`config.mk`:
```
export PLATFORM = sky130hd
export DESIGN_NAME = escaped_frame_encoder_core
export DESIGN_NICKNAME = d
export VERILOG_FILES = /design/src/sv/efe_pkg.sv /design/src/sv/efe_cfg.sv /design/src/sv/efe_front.sv /design/src/sv/efe_queue.sv /design/src/sv/efe_back.sv /design/src/sv/escaped_frame_encoder_core.sv
export VERILOG_INCLUDE_DIRS = /design/src /design/src/sv
export SDC_FILE = /design/constraint.sdc
export NUM_CORES = 1
export LEC_CHECK = 0
export BUFFER_PORTS_ARGS = -buffer_cell sky130_fd_sc_hd__buf_2
export CORE_ASPECT_RATIO = 0.7
export CORE_UTILIZATION = 50
export DETAILED_ROUTE_END_ITERATION = 6
export PLACE_DENSITY_LB_ADDON = 0.15
export SYNTH_ARGS = -nofsm -noshare
export SYNTH_HDL_FRONTEND = slang
export SYNTH_SLANG_ARGS = --single-unit
```
`constraint.sdc`:
```
create_clock -name clk_i -period 8.4 [get_ports clk_i]
set_input_delay 1.26 -clock clk_i [delete_from_list [all_inputs] [get_ports clk_i]]
set_output_delay 1.26 -clock clk_i [all_outputs]
set_load 0.05 [all_outputs]
```
`src/sv/escaped_frame_encoder_core_assert.svh`:
```
// Assertion macros for the escaped frame encoder
`ifndef ESCAPED_FRAME_ENCODER_CORE_ASSERT_SVH
`define ESCAPED_FRAME_ENCODER_CORE_ASSERT_SVH

// Check that a condition implies another in the same cycle
`define EFE_ASSERT_IMPLIES(lbl, ante, cons) \
  lbl: assert property (@(posedge clk_i) disable iff (!rst_ni) (ante) |-> (cons)) \
    else $error("escaped frame encoder assertion failed");

// Check that a condition implies another in the next cycle
`define EFE_ASSERT_NEXT(lbl, ante, cons) \
  lbl: assert property (@(posedge clk_i) disable iff (!rst_ni) (ante) |=> (cons)) \
    else $error("escaped frame encoder assertion failed");

`endif

```
`src/sv/efe_pkg.sv`:
```
package efe_pkg;

  localparam int unsigned ByteW = 8;
  localparam int unsigned CapW  = 16;
  localparam int unsigned KindW = 2;
  localparam int unsigned IdxW  = 3;

  localparam int unsigned ApbAddrW = 5;
  localparam int unsigned ApbDataW = 32;

  localparam int unsigned DefQueueDepth = 4;

  localparam logic [KindW-1:0] KIND_START = 2'd0;
  localparam logic [KindW-1:0] KIND_DATA  = 2'd1;
  localparam logic [KindW-1:0] KIND_END   = 2'd2;

  localparam logic [2:0] REG_START_BYTE = 3'd0;
  localparam logic [2:0] REG_END_BYTE   = 3'd1;
  localparam logic [2:0] REG_ESC_BYTE   = 3'd2;
  localparam logic [2:0] REG_CODE_ESC   = 3'd3;
  localparam logic [2:0] REG_CODE_START = 3'd4;
  localparam logic [2:0] REG_CODE_END   = 3'd5;
  localparam logic [2:0] REG_FLAGS      = 3'd6;
  localparam logic [2:0] REG_CAPACITY   = 3'd7;

  localparam logic [IdxW-1:0] IDX_HEAD0 = 3'd0;
  localparam logic [IdxW-1:0] IDX_HEAD1 = 3'd1;
  localparam logic [IdxW-1:0] IDX_HEAD2 = 3'd2;
  localparam logic [IdxW-1:0] IDX_HEAD3 = 3'd3;
  localparam logic [IdxW-1:0] IDX_HEAD4 = 3'd4;

  localparam logic [ByteW-1:0] CheckBase = 8'hFF;

  localparam logic [ByteW-1:0] RstStartByte = 8'd141;
  localparam logic [ByteW-1:0] RstEndByte   = 8'd216;
  localparam logic [ByteW-1:0] RstEscByte   = 8'd171;
  localparam logic [ByteW-1:0] RstCodeEsc   = 8'd35;
  localparam logic [ByteW-1:0] RstCodeStart = 8'd5;
  localparam logic [ByteW-1:0] RstCodeEnd   = 8'd80;
  localparam logic [ByteW-1:0] RstFlags     = 8'd10;
  localparam logic [CapW-1:0]  RstCapacity  = 16'd65535;

  typedef struct packed {
    logic [ByteW-1:0] start_byte;
    logic [ByteW-1:0] end_byte;
    logic [ByteW-1:0] esc_byte;
    logic [ByteW-1:0] code_esc;
    logic [ByteW-1:0] code_start;
    logic [ByteW-1:0] code_end;
    logic [ByteW-1:0] flags;
    logic [CapW-1:0]  capacity;
  } cfg_t;

  typedef struct packed {
    logic [KindW-1:0] kind;
    logic [ByteW-1:0] b0;
    logic [ByteW-1:0] b1;
    logic [ByteW-1:0] b2;
  } item_t;

endpackage

```
`src/sv/efe_cfg.sv`:
```
module efe_cfg (
  input  logic                          clk_i,
  input  logic                          rst_ni,
  input  logic                          psel,
  input  logic                          penable,
  input  logic                          pwrite,
  input  logic [efe_pkg::ApbAddrW-1:0]  paddr,
  input  logic [efe_pkg::ApbDataW-1:0]  pwdata,
  output logic [efe_pkg::ApbDataW-1:0]  prdata,
  output logic                          pready,
  output efe_pkg::cfg_t                 cfg_o
);
  import efe_pkg::*;

  cfg_t       cfg_q, cfg_d;
  logic       wr_en;
  logic [2:0] reg_idx;

  assign pready  = 1'b1;
  assign wr_en   = psel && penable && pwrite && pready;
  assign reg_idx = paddr[4:2];

  always_comb begin
    cfg_d = cfg_q;
    if (wr_en) begin
      case (reg_idx)
        REG_START_BYTE: cfg_d.start_byte = pwdata[ByteW-1:0];
        REG_END_BYTE:   cfg_d.end_byte   = pwdata[ByteW-1:0];
        REG_ESC_BYTE:   cfg_d.esc_byte   = pwdata[ByteW-1:0];
        REG_CODE_ESC:   cfg_d.code_esc   = pwdata[ByteW-1:0];
        REG_CODE_START: cfg_d.code_start = pwdata[ByteW-1:0];
        REG_CODE_END:   cfg_d.code_end   = pwdata[ByteW-1:0];
        REG_FLAGS:      cfg_d.flags      = pwdata[ByteW-1:0];
        REG_CAPACITY:   cfg_d.capacity   = pwdata[CapW-1:0];
        default: ;
      endcase
    end
  end

  always_comb begin
    case (reg_idx)
      REG_START_BYTE: prdata = ApbDataW'(cfg_q.start_byte);
      REG_END_BYTE:   prdata = ApbDataW'(cfg_q.end_byte);
      REG_ESC_BYTE:   prdata = ApbDataW'(cfg_q.esc_byte);
      REG_CODE_ESC:   prdata = ApbDataW'(cfg_q.code_esc);
      REG_CODE_START: prdata = ApbDataW'(cfg_q.code_start);
      REG_CODE_END:   prdata = ApbDataW'(cfg_q.code_end);
      REG_FLAGS:      prdata = ApbDataW'(cfg_q.flags);
      REG_CAPACITY:   prdata = ApbDataW'(cfg_q.capacity);
      default:        prdata = '0;
    endcase
  end

  always_ff @(posedge clk_i or negedge rst_ni) begin
    if (!rst_ni) begin
      cfg_q.start_byte <= RstStartByte;
      cfg_q.end_byte   <= RstEndByte;
      cfg_q.esc_byte   <= RstEscByte;
      cfg_q.code_esc   <= RstCodeEsc;
      cfg_q.code_start <= RstCodeStart;
      cfg_q.code_end   <= RstCodeEnd;
      cfg_q.flags      <= RstFlags;
      cfg_q.capacity   <= RstCapacity;
    end else begin
      cfg_q <= cfg_d;
    end
  end

  assign cfg_o = cfg_q;

endmodule

```
`src/sv/efe_front.sv`:
```
module efe_front (
  input  logic                       clk_i,
  input  logic                       rst_ni,
  input  efe_pkg::cfg_t              cfg_i,
  input  logic                       in_valid_i,
  output logic                       in_ready_o,
  input  logic [efe_pkg::KindW-1:0]  kind_i,
  input  logic [efe_pkg::ByteW-1:0]  device_id_i,
  input  logic [efe_pkg::ByteW-1:0]  command_id_i,
  input  logic [efe_pkg::ByteW-1:0]  sequence_req_i,
  input  logic [efe_pkg::ByteW-1:0]  payload_byte_i,
  input  logic                       q_full_i,
  output logic                       push_o,
  output efe_pkg::item_t             item_o
);
  import efe_pkg::*;

  logic             in_frame_q, in_frame_d;
  logic [ByteW-1:0] sum_q, sum_d;
  logic             take;
  logic             fwd;

  assign in_ready_o = !q_full_i;
  assign take       = in_valid_i && in_ready_o;

  always_comb begin
    in_frame_d  = in_frame_q;
    sum_d       = sum_q;
    fwd         = 1'b0;
    item_o.kind = kind_i;
    item_o.b0   = payload_byte_i;
    item_o.b1   = command_id_i;
    item_o.b2   = sequence_req_i;
    case (kind_i)
      KIND_START: begin
        fwd        = 1'b1;
        in_frame_d = 1'b1;
        item_o.b0  = device_id_i;
        sum_d      = cfg_i.flags + device_id_i + command_id_i + sequence_req_i;
      end
      KIND_DATA: begin
        fwd   = in_frame_q;
        sum_d = sum_q + payload_byte_i;
      end
      KIND_END: begin
        fwd        = in_frame_q;
        in_frame_d = 1'b0;
        item_o.b0  = CheckBase - sum_q;
      end
      default: ;
    endcase
  end

  assign push_o = take && fwd;

  always_ff @(posedge clk_i or negedge rst_ni) begin
    if (!rst_ni) begin
      in_frame_q <= 1'b0;
      sum_q      <= '0;
    end else if (take) begin
      in_frame_q <= in_frame_d;
      sum_q      <= sum_d;
    end
  end

endmodule

```
`src/sv/efe_queue.sv`:
```
module efe_queue #(
  parameter int unsigned Depth = efe_pkg::DefQueueDepth
) (
  input  logic                          clk_i,
  input  logic                          rst_ni,
  input  logic                          push_i,
  input  efe_pkg::item_t                item_i,
  input  logic                          pop_i,
  output logic                          full_o,
  output logic                          valid_o,
  output efe_pkg::item_t                item_o,
  output logic [$clog2(Depth+1)-1:0]    count_o
);
  import efe_pkg::*;

  localparam int unsigned PtrW = $clog2(Depth);
  localparam int unsigned CntW = $clog2(Depth + 1);

  item_t            mem_q [Depth];
  logic [PtrW-1:0]  wr_ptr_q, rd_ptr_q;
  logic [CntW-1:0]  count_q;
  logic             do_push, do_pop;

  assign full_o  = (count_q == CntW'(Depth));
  assign valid_o = (count_q != '0);
  assign item_o  = mem_q[rd_ptr_q];
  assign count_o = count_q;
  assign do_push = push_i && !full_o;
  assign do_pop  = pop_i && valid_o;

  always_ff @(posedge clk_i) begin
    if (do_push) begin
      mem_q[wr_ptr_q] <= item_i;
    end
  end

  always_ff @(posedge clk_i or negedge rst_ni) begin
    if (!rst_ni) begin
      wr_ptr_q <= '0;
      rd_ptr_q <= '0;
      count_q  <= '0;
    end else begin
      if (do_push) begin
        wr_ptr_q <= (wr_ptr_q == PtrW'(Depth - 1)) ? '0 : wr_ptr_q + 1'b1;
      end
      if (do_pop) begin
        rd_ptr_q <= (rd_ptr_q == PtrW'(Depth - 1)) ? '0 : rd_ptr_q + 1'b1;
      end
      if (do_push && !do_pop) begin
        count_q <= count_q + 1'b1;
      end else if (do_pop && !do_push) begin
        count_q <= count_q - 1'b1;
      end
    end
  end

endmodule

```
`src/sv/efe_back.sv`:
```
module efe_back (
  input  logic                       clk_i,
  input  logic                       rst_ni,
  input  efe_pkg::cfg_t              cfg_i,
  input  logic                       q_valid_i,
  input  efe_pkg::item_t             q_item_i,
  output logic                       pop_o,
  output logic                       out_valid_o,
  input  logic                       out_ready_i,
  output logic [efe_pkg::ByteW-1:0]  wire_byte_o,
  output logic                       status_o,
  output logic                       frame_end_o,
  output logic                       run_last_o
);
  import efe_pkg::*;

  logic [IdxW-1:0]  idx_q, idx_d;
  logic             half_q, half_d;
  logic             alive_q, alive_d;
  logic [CapW-1:0]  bytes_q, bytes_d;
  logic             out_valid_q, out_valid_d;
  logic [ByteW-1:0] out_byte_q, out_byte_d;
  logic             out_status_q, out_status_d;
  logic             out_fend_q, out_fend_d;
  logic             out_last_q, out_last_d;

  logic             advance;
  logic [ByteW-1:0] elem_byte;
  logic             elem_raw, elem_fend, elem_last;
  logic             esc_hit;
  logic [ByteW-1:0] esc_code;
  logic [CapW-1:0]  bytes_cur;
  logic [CapW:0]    need1, need2;
  logic             fit1, fit2;
  logic             finish, fail;

  assign advance = !out_valid_q || out_ready_i;

  always_comb begin
    elem_byte = '0;
    elem_raw  = 1'b1;
    elem_fend = 1'b0;
    elem_last = 1'b1;
    case (q_item_i.kind)
      KIND_START: begin
        elem_raw  = 1'b0;
        elem_last = 1'b0;
        case (idx_q)
          IDX_HEAD0: begin
            elem_byte = cfg_i.start_byte;
            elem_raw  = 1'b1;
          end
          IDX_HEAD1: elem_byte = cfg_i.flags;
          IDX_HEAD2: elem_byte = q_item_i.b0;
          IDX_HEAD3: elem_byte = q_item_i.b1;
          default: begin
            elem_byte = q_item_i.b2;
            elem_last = 1'b1;
          end
        endcase
      end
      KIND_DATA: begin
        elem_byte = q_item_i.b0;
        elem_raw  = 1'b0;
      end
      KIND_END: begin
        if (idx_q == IDX_HEAD0) begin
          elem_byte = q_item_i.b0;
          elem_raw  = 1'b0;
          elem_last = 1'b0;
        end else begin
          elem_byte = cfg_i.end_byte;
          elem_fend = 1'b1;
        end
      end
      default: ;
    endcase
  end

  always_comb begin
    esc_hit  = 1'b1;
    esc_code = cfg_i.code_esc;
    if (elem_byte == cfg_i.esc_byte) begin
      esc_code = cfg_i.code_esc;
    end else if (elem_byte == cfg_i.start_byte) begin
      esc_code = cfg_i.code_start;
    end else if (elem_byte == cfg_i.end_byte) begin
      esc_code = cfg_i.code_end;
    end else begin
      esc_hit = 1'b0;
    end
  end

  assign bytes_cur = (q_item_i.kind == KIND_START && idx_q == IDX_HEAD0) ? '0 : bytes_q;
  assign need1     = {1'b0, bytes_cur} + (CapW+1)'(1);
  assign need2     = {1'b0, bytes_cur} + (CapW+1)'(2);
  assign fit1      = need1 <= {1'b0, cfg_i.capacity};
  assign fit2      = need2 <= {1'b0, cfg_i.capacity};

  always_comb begin
    pop_o        = 1'b0;
    idx_d        = idx_q;
    half_d       = half_q;
    alive_d      = alive_q;
    bytes_d      = bytes_q;
    out_valid_d  = out_valid_q && !out_ready_i;
    out_byte_d   = out_byte_q;
    out_status_d = out_status_q;
    out_fend_d   = out_fend_q;
    out_last_d   = out_last_q;
    finish       = 1'b0;
    fail         = 1'b0;

    if (advance && q_valid_i) begin
      if (q_item_i.kind != KIND_START && !alive_q) begin
        pop_o = 1'b1;
        idx_d = '0;
      end else begin
        out_valid_d  = 1'b1;
        out_status_d = 1'b0;
        out_fend_d   = 1'b0;
        out_last_d   = 1'b0;
        if (q_item_i.kind == KIND_START) begin
          alive_d = 1'b1;
        end
        if (half_q) begin
          out_byte_d = esc_code;
          bytes_d    = bytes_cur + 1'b1;
          half_d     = 1'b0;
          finish     = 1'b1;
        end else if (!elem_raw && esc_hit) begin
          if (!fit2) begin
            fail = 1'b1;
          end else begin
            out_byte_d = cfg_i.esc_byte;
            bytes_d    = bytes_cur + 1'b1;
            half_d     = 1'b1;
          end
        end else if (!fit1) begin
          fail = 1'b1;
        end else begin
          out_byte_d = elem_byte;
          out_fend_d = elem_fend;
          bytes_d    = bytes_cur + 1'b1;
          finish     = 1'b1;
        end

        if (fail) begin
          out_byte_d   = '0;
          out_status_d = 1'b1;
          out_last_d   = 1'b1;
          alive_d      = 1'b0;
          half_d       = 1'b0;
          idx_d        = '0;
          pop_o        = 1'b1;
        end else if (finish) begin
          if (elem_last) begin
            out_last_d = 1'b1;
            idx_d      = '0;
            pop_o      = 1'b1;
            if (q_item_i.kind == KIND_END) begin
              alive_d = 1'b0;
            end
          end else begin
            idx_d = idx_q + 1'b1;
          end
        end
      end
    end
  end

  always_ff @(posedge clk_i or negedge rst_ni) begin
    if (!rst_ni) begin
      idx_q       <= '0;
      half_q      <= 1'b0;
      alive_q     <= 1'b0;
      bytes_q     <= '0;
      out_valid_q <= 1'b0;
    end else begin
      idx_q       <= idx_d;
      half_q      <= half_d;
      alive_q     <= alive_d;
      bytes_q     <= bytes_d;
      out_valid_q <= out_valid_d;
    end
  end

  always_ff @(posedge clk_i) begin
    out_byte_q   <= out_byte_d;
    out_status_q <= out_status_d;
    out_fend_q   <= out_fend_d;
    out_last_q   <= out_last_d;
  end

  assign out_valid_o = out_valid_q;
  assign wire_byte_o = out_byte_q;
  assign status_o    = out_status_q;
  assign frame_end_o = out_fend_q;
  assign run_last_o  = out_last_q;

endmodule

```
`src/sv/escaped_frame_encoder_core.sv`:
```
// Escaped frame encoder. Start, data and end words enter on the slave stream;
// wire bytes leave on the master stream, one result word per byte, with tlast
// on the last byte that an input word causes. The front stage classifies each
// word and keeps the running checksum in the same cycle it is accepted, so
// input words are taken at one per cycle while the queue has room. The back
// stage sends one wire byte per cycle while the receiver is ready, from a
// registered output: a data word gives 1-2 bytes, an end word 2-3, a start
// word 5-9, an error result 1; words that cause no result leave the queue.
// The single byte sequencer thus sets throughput, one wire byte per clock
// with a ready receiver. Registers are written over APB and must only be
// changed while the encoder is idle. No clearing pass is needed after reset.
`include "escaped_frame_encoder_core_assert.svh"

module escaped_frame_encoder_core #(
  parameter int unsigned QueueDepth = efe_pkg::DefQueueDepth
) (
  input  logic                          clk_i,
  input  logic                          rst_ni,
  input  logic                          s_axis_tvalid,
  output logic                          s_axis_tready,
  // [7:0] device_id, [15:8] command_id, [23:16] sequence_req, [31:24] payload_byte
  input  logic [31:0]                   s_axis_tdata,
  // [1:0] kind
  input  logic [efe_pkg::KindW-1:0]     s_axis_tuser,
  output logic                          m_axis_tvalid,
  input  logic                          m_axis_tready,
  // [7:0] wire_byte
  output logic [efe_pkg::ByteW-1:0]     m_axis_tdata,
  // [0] status, [1] frame_end
  output logic [1:0]                    m_axis_tuser,
  output logic                          m_axis_tlast,
  input  logic                          psel,
  input  logic                          penable,
  input  logic                          pwrite,
  input  logic [efe_pkg::ApbAddrW-1:0]  paddr,
  input  logic [efe_pkg::ApbDataW-1:0]  pwdata,
  output logic [efe_pkg::ApbDataW-1:0]  prdata,
  output logic                          pready
);
  import efe_pkg::*;

  cfg_t                         cfg;
  item_t                        push_item, head_item;
  logic                         push, pop, q_full, q_valid;
  logic [$clog2(QueueDepth+1)-1:0] q_count;
  logic                         status, frame_end;

  efe_cfg u_cfg (
    .clk_i   (clk_i),
    .rst_ni  (rst_ni),
    .psel    (psel),
    .penable (penable),
    .pwrite  (pwrite),
    .paddr   (paddr),
    .pwdata  (pwdata),
    .prdata  (prdata),
    .pready  (pready),
    .cfg_o   (cfg)
  );

  efe_front u_front (
    .clk_i          (clk_i),
    .rst_ni         (rst_ni),
    .cfg_i          (cfg),
    .in_valid_i     (s_axis_tvalid),
    .in_ready_o     (s_axis_tready),
    .kind_i         (s_axis_tuser),
    .device_id_i    (s_axis_tdata[7:0]),
    .command_id_i   (s_axis_tdata[15:8]),
    .sequence_req_i (s_axis_tdata[23:16]),
    .payload_byte_i (s_axis_tdata[31:24]),
    .q_full_i       (q_full),
    .push_o         (push),
    .item_o         (push_item)
  );

  efe_queue #(
    .Depth (QueueDepth)
  ) u_queue (
    .clk_i   (clk_i),
    .rst_ni  (rst_ni),
    .push_i  (push),
    .item_i  (push_item),
    .pop_i   (pop),
    .full_o  (q_full),
    .valid_o (q_valid),
    .item_o  (head_item),
    .count_o (q_count)
  );

  efe_back u_back (
    .clk_i       (clk_i),
    .rst_ni      (rst_ni),
    .cfg_i       (cfg),
    .q_valid_i   (q_valid),
    .q_item_i    (head_item),
    .pop_o       (pop),
    .out_valid_o (m_axis_tvalid),
    .out_ready_i (m_axis_tready),
    .wire_byte_o (m_axis_tdata),
    .status_o    (status),
    .frame_end_o (frame_end),
    .run_last_o  (m_axis_tlast)
  );

  assign m_axis_tuser = {frame_end, status};

  `EFE_ASSERT_IMPLIES(a_err_word, m_axis_tvalid && status, m_axis_tdata == '0 && m_axis_tlast && !frame_end)
  `EFE_ASSERT_IMPLIES(a_fend_byte, m_axis_tvalid && frame_end, m_axis_tdata == cfg.end_byte && m_axis_tlast)
  `EFE_ASSERT_IMPLIES(a_queue_bound, 1'b1, q_count <= ($clog2(QueueDepth+1))'(QueueDepth))
  `EFE_ASSERT_NEXT(a_full_no_ready, q_full, !s_axis_tready || !q_full)

endmodule

```
== Yosys cells after proc, flatten, opt, wreduce, memory -nomap -nowiden ==
Memories as Yosys holds them, arrays and structs flattened.
Cells that the tools add are included.
Word-level totals
  bits of input ports: 78
  ROM bits: 0
  memories kept: 1
  memory bits (writable): 104
  latch bits: 0
  flip-flop bits (word level): 121
Memory list
  u_queue.mem_q: depth 4, bits a word 26, rd ports 1, clocked after memory_dff 0, write ports 1, RTL line efe_queue.sv:19  | item_t mem_q [Depth];
Operators by class
  $add $sub $neg: 13
  shifts and indexed selects: 0
  reduce and logical (&&, ||, !) cells: 50
  muxes and demuxes: 66
  multiply operators: 0
  magnitude comparators: 2
  bitwise logic cells: 3
  eq/ne operators: 22
  div/mod/pow operators: 0
Operators by type and width (number)
  $pmux 32 s8: 1
  $mux 16: 5
  $mux 8: 8
  $mux 1: 36
  $le 17x16->1: 2
  $add 8x8->8: 4
  $pmux 8 s2: 2
  $pmux 8 s4: 1
  $eq 8x8->1: 3
  $pmux 8 s3: 1
  $reduce_and 2->1: 12
  $mux 3: 6
  $add 16x1->17 const B: 1
  $add 16x2->17 const B: 1
  $add 16x1->16 const B: 1
  $eq 3x3->1 const B: 5
  $logic_and 1x1->1: 13
  $eq 3x2->1 const B: 4
  $reduce_bool 3->1: 3
  $eq 2x2->1 const B: 4
  $reduce_and 4->1: 2
  $reduce_bool 2->1: 4
  $reduce_or 4->1: 2
  $sub 8x8->8 const A: 1
  other kinds (17): 34

== Longest topological paths before layout ==
Gate-level depths: netlist of run 1.
  word-level depth: 20
  mapped depth: 31
  gate-level depth less buffers: 29

== Hierarchy ==
Synthesis of run 1 repeated with hierarchy kept, for this count alone.
Unflattened totals
  cells, all modules: 1148
  area total of the unflattened synthesis: 13925.9 sq um
Modules (own cells, without submodules)
  efe_back: area each 4326.6 sq um, cells an instance 497, instances 1
  efe_queue: area each 4260.3 sq um, cells an instance 173, instances 1
  efe_cfg: area each 3593.4 sq um, cells an instance 263, instances 1
  efe_front: area each 1730.4 sq um, cells an instance 213, instances 1
  escaped_frame_encoder_core: area each 15.0 sq um, cells an instance 2, instances 1

== Worst setup path before layout of run 1 ==
No wires, ideal clock.
  path kind: register -> register
  start: register u_back.idx_q[0]
  end: register u_queue.count_q[2] (netlist: u_queue.count_o[2])
  cell stages (with the launch flop): 31
  setup slack: 2688 ps
  arrival: 5633 ps
  buffers on the path: 2
  required time: 8321 ps
  cells stage by stage: dfrtp_1 > inv_1 > ha_1 > clkbuf_1 > nor2b_1 > clkbuf_1 > nand2_1 > and2_1 > ha_1 > nand4_1 > nor3_1 > nand3_1 > xor2_1 > nor2_1 > ha_1 > and4_1 > nand4_1 > or4_1 > nand2_1 > o41ai_1 > a31oi_1 > o211ai_1 > o21a_1 > and2_1 > o21bai_1 > ha_1 > inv_1 > fa_1 > xor2_1 > nor2_1 > xor2_1
On the way
  elaborated cells on any way between the ends: 49
  those cells by class: add/sub (2); order compare (2); eq/ne (6); mux (29); reduce/logical (10)
RTL lines
  start: declaration: RTL line efe_back.sv:17  | logic [IdxW-1:0] idx_q, idx_d;
  start signal: assignment: RTL line efe_back.sv:180  | idx_q <= idx_d;
  $logic_not 3->1 (*): RTL line efe_back.sv:94  | assign bytes_cur = (q_item_i.kind == KIND_START && idx_q == IDX_HEAD0) ? '0 : bytes_q;
  $logic_and 1x1->1 (*): RTL line efe_back.sv:94
  $mux 16 (*): RTL line efe_back.sv:94
  $add 16x1->17 (*): RTL line efe_back.sv:95  | assign need1 = {1'b0, bytes_cur} + (CapW+1)'(1);
  net u_back.need1[11]: RTL line efe_back.sv:33  | logic [CapW:0] need1, need2;
  $le 17x16->1 (*): RTL line efe_back.sv:97  | assign fit1 = need1 <= {1'b0, cfg_i.capacity};
  $mux 1: RTL line efe_back.sv:139  | end else if (!fit1) begin
  $mux 1: RTL line efe_back.sv:131  | end else if (!elem_raw && esc_hit) begin
  (+3 left out)
  $mux 1: RTL line efe_back.sv:156  | end else if (finish) begin
  $mux 1 (*): RTL line efe_back.sv:148  | if (fail) begin
  $mux 1 (*): RTL line efe_back.sv:115  | if (q_item_i.kind != KIND_START && !alive_q) begin
  $mux 1 (*): RTL line efe_back.sv:114  | if (advance && q_valid_i) begin
  $logic_and 1x1->1 (*): RTL line efe_queue.sv:29  | assign do_pop = pop_i && valid_o;
  $logic_not 1->1: RTL line efe_queue.sv:49  | if (do_push && !do_pop) begin
  $logic_and 1x1->1: RTL line efe_queue.sv:49
  $mux 3 / $reduce_bool 2->1 (equally long branches)
  end signal: assignment: RTL line efe_queue.sv:50  | count_q <= count_q + 1'b1;
  end signal: assignment: RTL line efe_queue.sv:52  | count_q <= count_q - 1'b1;
  end: declaration: RTL line efe_queue.sv:21  | logic [CntW-1:0] count_q;
Mark *: on every way through the listed nets, which the timed path passes. The rest lies on a longest branch. The select of a mux whose other input is x is not followed.
A chain may end at the register's enable or synchronous reset.

== Worst setup path in the final report of run 1 ==
  start: register u_queue.rd_ptr_q[0]
  end: register u_queue.count_q[2] (netlist: u_queue.count_o[2])
On the way
  elaborated cells on any way between the ends: 47
  those cells by class: add/sub (2); order compare (2); eq/ne (5); mux (26); reduce/logical (11); memory (1)
RTL lines
  start: declaration: RTL line efe_queue.sv:20  | logic [PtrW-1:0] wr_ptr_q, rd_ptr_q;
  start signal: assignment: RTL line efe_queue.sv:47  | rd_ptr_q <= (rd_ptr_q == PtrW'(Depth - 1)) ? '0 : rd_ptr_q + 1'b1;
  $mem_v2 4x26 (*)
  $logic_not 2->1 (*): RTL line efe_back.sv:94
  $logic_and 1x1->1 (*): RTL line efe_back.sv:94
  $mux 16 (*): RTL line efe_back.sv:94
  $add 16x1->17 (*): RTL line efe_back.sv:95
  net u_back.need1[0]: RTL line efe_back.sv:33
  $le 17x16->1 (*): RTL line efe_back.sv:97
  $mux 1: RTL line efe_back.sv:139
  (+4 left out)
  $mux 1: RTL line efe_back.sv:156
  $mux 1 (*): RTL line efe_back.sv:148
  $mux 1 (*): RTL line efe_back.sv:115
  $mux 1 (*): RTL line efe_back.sv:114
  $logic_and 1x1->1 (*): RTL line efe_queue.sv:29
  $logic_not 1->1: RTL line efe_queue.sv:49
  $logic_and 1x1->1: RTL line efe_queue.sv:49
  $mux 3 / $reduce_bool 2->1 (equally long branches)
Marks and branches as above.

==> results.sh, run 1 <==
export IMPL_maxSlewViolCount=0
export IMPL_ir_drop_mv=0.2501
export IMPL_cp_slowest_cell="mux4_2"
export IMPL_slowest_delay_ns=0.69
export IMPL_syn_instance_count=1176
export IMPL_cp_end_kind="flop"
export IMPL_drcViolationCount=0
export IMPL_grt_usage_pct=27.51
export IMPL_avgSynthCellArea_um2=11.40
export IMPL_synthToLayoutAreaGrowth_pct=10.30
export IMPL_ys_ff_latch=225
export IMPL_vias=9941
export IMPL_post_cts_buffers=0
export IMPL_drive_gt1_share_pct=23.31
export IMPL_rsz0062_at_grt="no"
export IMPL_holdBufCountCts=0
export IMPL_cts_sinks=225
export IMPL_worstMarginPinSlew_ns=1.145
export IMPL_placementRows=49
export IMPL_setup_viol_count_final=0
export IMPL_die_x_um=197.7
export IMPL_start_util_pct=51.56
export IMPL_status="finished, final reports clean"
export IMPL_nets=1402
export IMPL_finalCritPeriodShare_pct=87.22
export IMPL_switching_share_pct=43.23
export IMPL_antenna_found_initial=0
export IMPL_ant_nets=0
export IMPL_insertedDiodeCount=0
export IMPL_p_clk_share_pct=19.2
export IMPL_relSlewSlack_pct=23.07
export IMPL_fillers=2277
export IMPL_path_max_fanout=17
export IMPL_layout_commonest_cell="edfxtp_1"
export IMPL_ys_seq_area_share_pct=46.66
export IMPL_grt_pass1_wl_mm=56.88
export IMPL_crit_required_ns=8.84
export IMPL_place_ws_ns=1.216
export IMPL_core_region_area_um2=25990
export IMPL_finalSetupTns_ns=0
export IMPL_synth_flop_cell="edfxtp_1"
export IMPL_crit_type="flop to flop"
export IMPL_syn_area_um2=13400
export IMPL_clock_latency_ns=0.52
export IMPL_drt_vias_per_instance=6.144
export IMPL_hpwl_mm=27.72
export IMPL_grt_max_degree=74
export IMPL_regArea_um2=6255
export IMPL_first_iter_violations=1015
export IMPL_multi_input_area_um2=6649
export IMPL_wire_per_inst_um=22.82
export IMPL_path_clk_slew_ns=0.06
export IMPL_fmax_mhz=136.5
export IMPL_start_kind="flop"
export IMPL_die_y_um=139.0
export IMPL_drv_cap=0
export IMPL_cts_tree="yes"
export IMPL_cp_common_cell="nor2_1"
export IMPL_numCtsBuffers=23
export IMPL_hp_class="flop to flop"
export IMPL_ys_warn_count=0
export IMPL_io_buffers=88
export IMPL_layout_common_cells="edfxtp_1, buf_2, mux2_2"
export IMPL_overflow=0
export IMPL_synth_edf_count=115
export IMPL_arrival_ns=7.76
export IMPL_p_switching_mw=2.201
export IMPL_p_per_area_nw_per_um2=344.5
export IMPL_place_congestion=0.9218
export IMPL_hold_viol_final=0
export IMPL_grt_pass1_vias=9495
export IMPL_cts_resized_gates=0
export IMPL_htreeDepth=1
export IMPL_async_flop_share_pct=48.89
export IMPL_pwr_share_seq_pct=31.9
export IMPL_cts_root_buffer="clkbuf_16"
export IMPL_comb_power_share_pct=48.9
export IMPL_drtPass1Iterations=6
export IMPL_fin_skew_ns=0.009513
export IMPL_finalWorstPathRequiredPeriod_ns=7.326
export IMPL_ys_types=72
export IMPL_fp_dieArea_um2=27480
export IMPL_fin_ws_ns=1.074
export IMPL_wirelength_mm=36.92
export IMPL_clock_path_buffers=3
export IMPL_intPower_mw=2.891
export IMPL_ios=124
export IMPL_leakagePower_nw=5.993
## path summary, 6_finish.rpt
path,slack (ns),to,cells past startpoint,from
worst max-delay path,1.07,u_queue.count_o[2],28,u_queue.rd_ptr_q[0]
worst min-delay path,0.50,u_queue.count_o[2],1,u_queue.count_o[2]
worst max register to register,1.07,u_queue.count_o[2],28,u_queue.rd_ptr_q[0]
worst min register to register,0.50,u_queue.count_o[2],1,u_queue.count_o[2]
max in group asynchronous,6.27,u_cfg.cfg_o[39],2,rst_ni
min in group asynchronous,0.74,u_back.idx_q[0],1,rst_ni
## state kept, by name, summed over array words and instances (netlist names)
signal and flops:
u_back.run_last_o 1, u_back.frame_end_o 1, u_back.bytes_q 16, u_back.half_q 1
u_queue.rd_ptr_q 2, u_cfg.cfg_o 72, u_front.sum_q 8, u_front.in_frame_q 1
u_queue.wr_ptr_q 2, u_back.alive_q 1, u_back.wire_byte_o 8, u_back.out_valid_o 1
u_queue.mem_q 104, u_back.idx_q 3, u_back.status_o 1, u_queue.count_o 3
## power by group through the flow
stage | combinational [mW] | clock (mW) | sequential, mW
floorplan | 1.77 | 0 | 1.64
global placement | 2.41 | 0 | 1.63
detailed placement | 2.44 | 0 | 1.64
CTS | 2.46 | 0.992 | 1.62
global route | 2.70 | 1.03 | 1.65
finish | 2.49 | 0.977 | 1.63
## cell families after synthesis
| family | count (synthesis) | synth area share (%) |
|---|---|---|
| other | 2 | 0.05603 |
| buffers and inverters | 123 | 4.210 |
| DFF | 225 | 46.66 |
| AOI/OAI and AO/OA | 246 | 12.63 |
| xor gates and xnor gates | 47 | 3.071 |
| adders and majority gates | 79 | 8.271 |
| and+or+nand+nor | 322 | 12.33 |
| muxes | 132 | 12.77 |
## per-stage QoR
step | util (%) | total power, mW | instances | instance area [um^2] | hold WS [ns]
global placement | 54.19 | 4.047 | 1577 | 14090 | 0.4909
detailed placement | 54.19 | 4.084 | 1577 | 14090 | 0.4954
finish | 56.87 | 5.092 | 1618 | 14780 | 0.5005
global route | 56.87 | 5.382 | 1618 | 14780 | 0.5218
CTS | 56.87 | 5.070 | 1618 | 14780 | 0.5067
floorplan | - | 3.408 | 1191 | 13460 | 0.4650
## critical path, delay by kind of cell (launching register included)
| family | cells | cell delay, ns |
|---|---|---|
| adders and majority gates | 4 | 1.24 |
| DFF | 1 | 0.44 |
| and+or+nand+nor | 13 | 3.00 |
| muxes | 1 | 0.69 |
| xor gates and xnor gates | 3 | 0.45 |
| buffers and inverters | 2 | 0.14 |
| AOI/OAI and AO/OA | 5 | 1.26 |
## cell type report
class | instances | share of cell area, %
Multi-Input combinational cell | 843 | 44.98
Clock buffer | 28 | 4.020
Inverter | 50 | 1.270
Clock inverter | 13 | 0.6940
Sequential cell | 225 | 42.31
Timing Repair Buffer | 102 | 3.707
Tap cell | 357 | 3.022
## routing by layer
layer  global-route usage [%]  share of wire (%)  vias up
met5                        0                  0        -
met4                    5.386                1.6        0
met3                    7.053                9.8       39
met2                    35.95                 38      436
met1                    44.89                 50     4951
li1                         -                  -     4515
## synth_stat cells (16+ instances only)
cell	n	area, um^2
mux2_2	83	934.7
inv_1	50	187.7
ha_1	63	788.3
mux2i_1	18	180.2
edfxtp_1	115	3453
a21oi_1	48	240.2
nor3_1	28	140.1
nand2_1	75	281.5
mux4_2	22	495.5
nor2_1	71	266.5
xnor2_1	18	157.7
nand4_1	18	112.6
o21ai_0	56	280.3
buf_4	20	150.1
xor2_1	29	254.0
dfstp_2	38	998.5
dfrtp_1	72	1802
fa_1	16	320.3
nand3_1	34	170.2
clkbuf_1	40	150.1
nor2b_1	20	125.1
(Power assumes the default switching activity.)
==> inputs of run 2 (changes only) <==
--- a/config.mk
+++ b/config.mk
@@ -9,6 +9,7 @@
 export BUFFER_PORTS_ARGS = -buffer_cell sky130_fd_sc_hd__buf_2
 export CORE_ASPECT_RATIO = 0.7
 export CORE_UTILIZATION = 50
+export CTS_BUF_LIST = sky130_fd_sc_hd__clkbuf_4 sky130_fd_sc_hd__clkbuf_8
 export DETAILED_ROUTE_END_ITERATION = 6
 export PLACE_DENSITY_LB_ADDON = 0.15
 export SYNTH_ARGS = -nofsm -noshare
==> run 2 against run 1 <==
  * Maximum frequency grew 0.63%
  * Hold slack is essentially flat
  * Clock skew grew 0.0075 ns
  * Global-route usage grew 0.31 points
  * Via count grew 1.2%
  * Critical path depth is the same
  * Combinational power is essentially flat
  * Clock power is essentially flat
  * Cell area grew 0.52%
  * Largest cell class unchanged
  * Highest routed layer unchanged
==> results.sh, run 2 (synthesis results as in run 1) <==
export IMPL_cts_sinks=225
export IMPL_grt_usage_pct=27.82
export IMPL_placementRows=49
export IMPL_drv_cap=0
export IMPL_drtPass1Iterations=6
export IMPL_cts_root_buffer="clkbuf_8"
export IMPL_overflow=0
export IMPL_crit_required_ns=8.86
export IMPL_maxSlewViolCount=0
export IMPL_arrival_ns=7.75
export IMPL_rsz0062_at_grt="no"
export IMPL_start_util_pct=51.56
export IMPL_drcViolationCount=0
export IMPL_finalSetupTns_ns=0
export IMPL_cts_resized_gates=0
export IMPL_largest_register="u_queue.mem_q"
export IMPL_cp_common_cell="nor2_1"
export IMPL_crit_type="flop to flop"
export IMPL_numCtsBuffers=37
export IMPL_insertedDiodeCount=0
export IMPL_antenna_found_initial=0
export IMPL_relSlewSlack_pct=25.71
export IMPL_cts_tree="yes"
export IMPL_p_per_area_nw_per_um2=345.1
export IMPL_nets=1416
export IMPL_wirelength_mm=37.07
export IMPL_place_congestion=0.9218
export IMPL_start_kind="flop"
export IMPL_die_y_um=139.0
export IMPL_htreeDepth=2
export IMPL_utilization_pct=57.16
export IMPL_status="finished, final reports clean"
export IMPL_drive_gt1_share_pct=25.17
export IMPL_fmax_mhz=137.3
export IMPL_hold_viol_final=0
export IMPL_ant_nets=0
export IMPL_worstMarginPinSlew_ns=1.106
export IMPL_die_x_um=197.7
export IMPL_post_cts_buffers=0
export IMPL_hp_class="flop to flop"
export IMPL_finalWorstPathRequiredPeriod_ns=7.281
export IMPL_leakagePower_nw=6.073
export IMPL_vias=10060
export IMPL_clock_latency_ns=0.55
export IMPL_layout_common_cells="edfxtp_1, buf_2, mux2_2"
export IMPL_layout_commonest_cell="edfxtp_1"
export IMPL_ir_drop_mv=0.1983
export IMPL_slowest_delay_ns=0.69
export IMPL_fin_skew_ns=0.01698
export IMPL_grt_max_degree=74
export IMPL_path_clk_slew_ns=0.06
export IMPL_fin_ws_ns=1.119
export IMPL_drt_vias_per_instance=6.121
export IMPL_finalCritPeriodShare_pct=86.68
export IMPL_hpwl_mm=27.72
export IMPL_ios=124
export IMPL_largest_reg_flops=104
export IMPL_cp_end_kind="flop"
export IMPL_io_buffers=88
export IMPL_first_iter_violations=803
export IMPL_path_max_fanout=17
export IMPL_place_ws_ns=1.216
export IMPL_holdBufCountCts=0
export IMPL_grt_pass1_wl_mm=57.41
export IMPL_synthToLayoutAreaGrowth_pct=10.87
export IMPL_core_region_area_um2=25990
export IMPL_grt_pass1_vias=9738
export IMPL_setup_viol_count_final=0
export IMPL_fp_dieArea_um2=27480
export IMPL_wire_per_inst_um=22.55
export IMPL_clock_path_buffers=3
export IMPL_cp_slowest_cell="mux4_2"
run 2: path summary, 6_finish.rpt:
path,from,cells after the start,slack (ns),end
worst min register to register,u_queue.count_o[2],1,0.50,u_queue.count_o[2]
worst max-delay path,u_queue.rd_ptr_q[0],28,1.12,u_queue.count_o[2]
worst max register to register,u_queue.rd_ptr_q[0],28,1.12,u_queue.count_o[2]
min in group asynchronous,rst_ni,1,0.72,u_queue.rd_ptr_q[0]
max in group asynchronous,rst_ni,2,6.29,u_cfg.cfg_o[54]
worst min-delay path,u_queue.count_o[2],1,0.50,u_queue.count_o[2]
run 2: metrics by stage:
stage / std cells / hold slack (ns) / power, mW / cell area, um^2
final: 1644 / 0.5002 / 5.128 / 14860
after CTS: 1644 / 0.5063 / 5.106 / 14860
after floorplan: 1191 / 0.4650 / 3.408 / 13460
after detailed placement: 1577 / 0.4954 / 4.084 / 14090
after global routing: 1644 / 0.5214 / 5.427 / 14860
after global placement: 1577 / 0.4909 / 4.047 / 14090
run 2: power by group:
group,internal [mW],switching (mW)
sequential,1.43,0.191
clock,0.565,0.446
combinational,0.920,1.57
total,2.92,2.21
run 2: critical path, delay by kind of cell, from the launching register on:
| kind | cells | cell delay (ns) |
|---|---|---|
| simple gates | 13 | 2.96 |
| xor+xnor | 3 | 0.45 |
| compound gates | 5 | 1.26 |
| buf+inv | 2 | 0.14 |
| mux | 1 | 0.69 |
| fa+ha+maj | 4 | 1.23 |
| flops | 1 | 0.44 |
run 2: routing by layer:
| metal | up-vias | global-route usage, % | wire [um] |
|---|---|---|---|
| met2 | 447 | 35.67 | 14110 |
| met4 | 0 | 7.303 | 704 |
| met5 | - | 0 | 0 |
| li1 | 4550 | - | - |
| met3 | 55 | 8.001 | 3638 |
| met1 | 5011 | 44.68 | 18620 |
run 2: area by class of cell:
cell class,instances,area (um^2)
Timing Repair Buffer,102,548.0
Multi-Input combinational cell,843,6649
Inverter,50,187.7
Clock inverter,8,67.56
Fill cell,2275,11140
Sequential cell,225,6255
Tap cell,357,446.7
Clock buffer,59,705.7
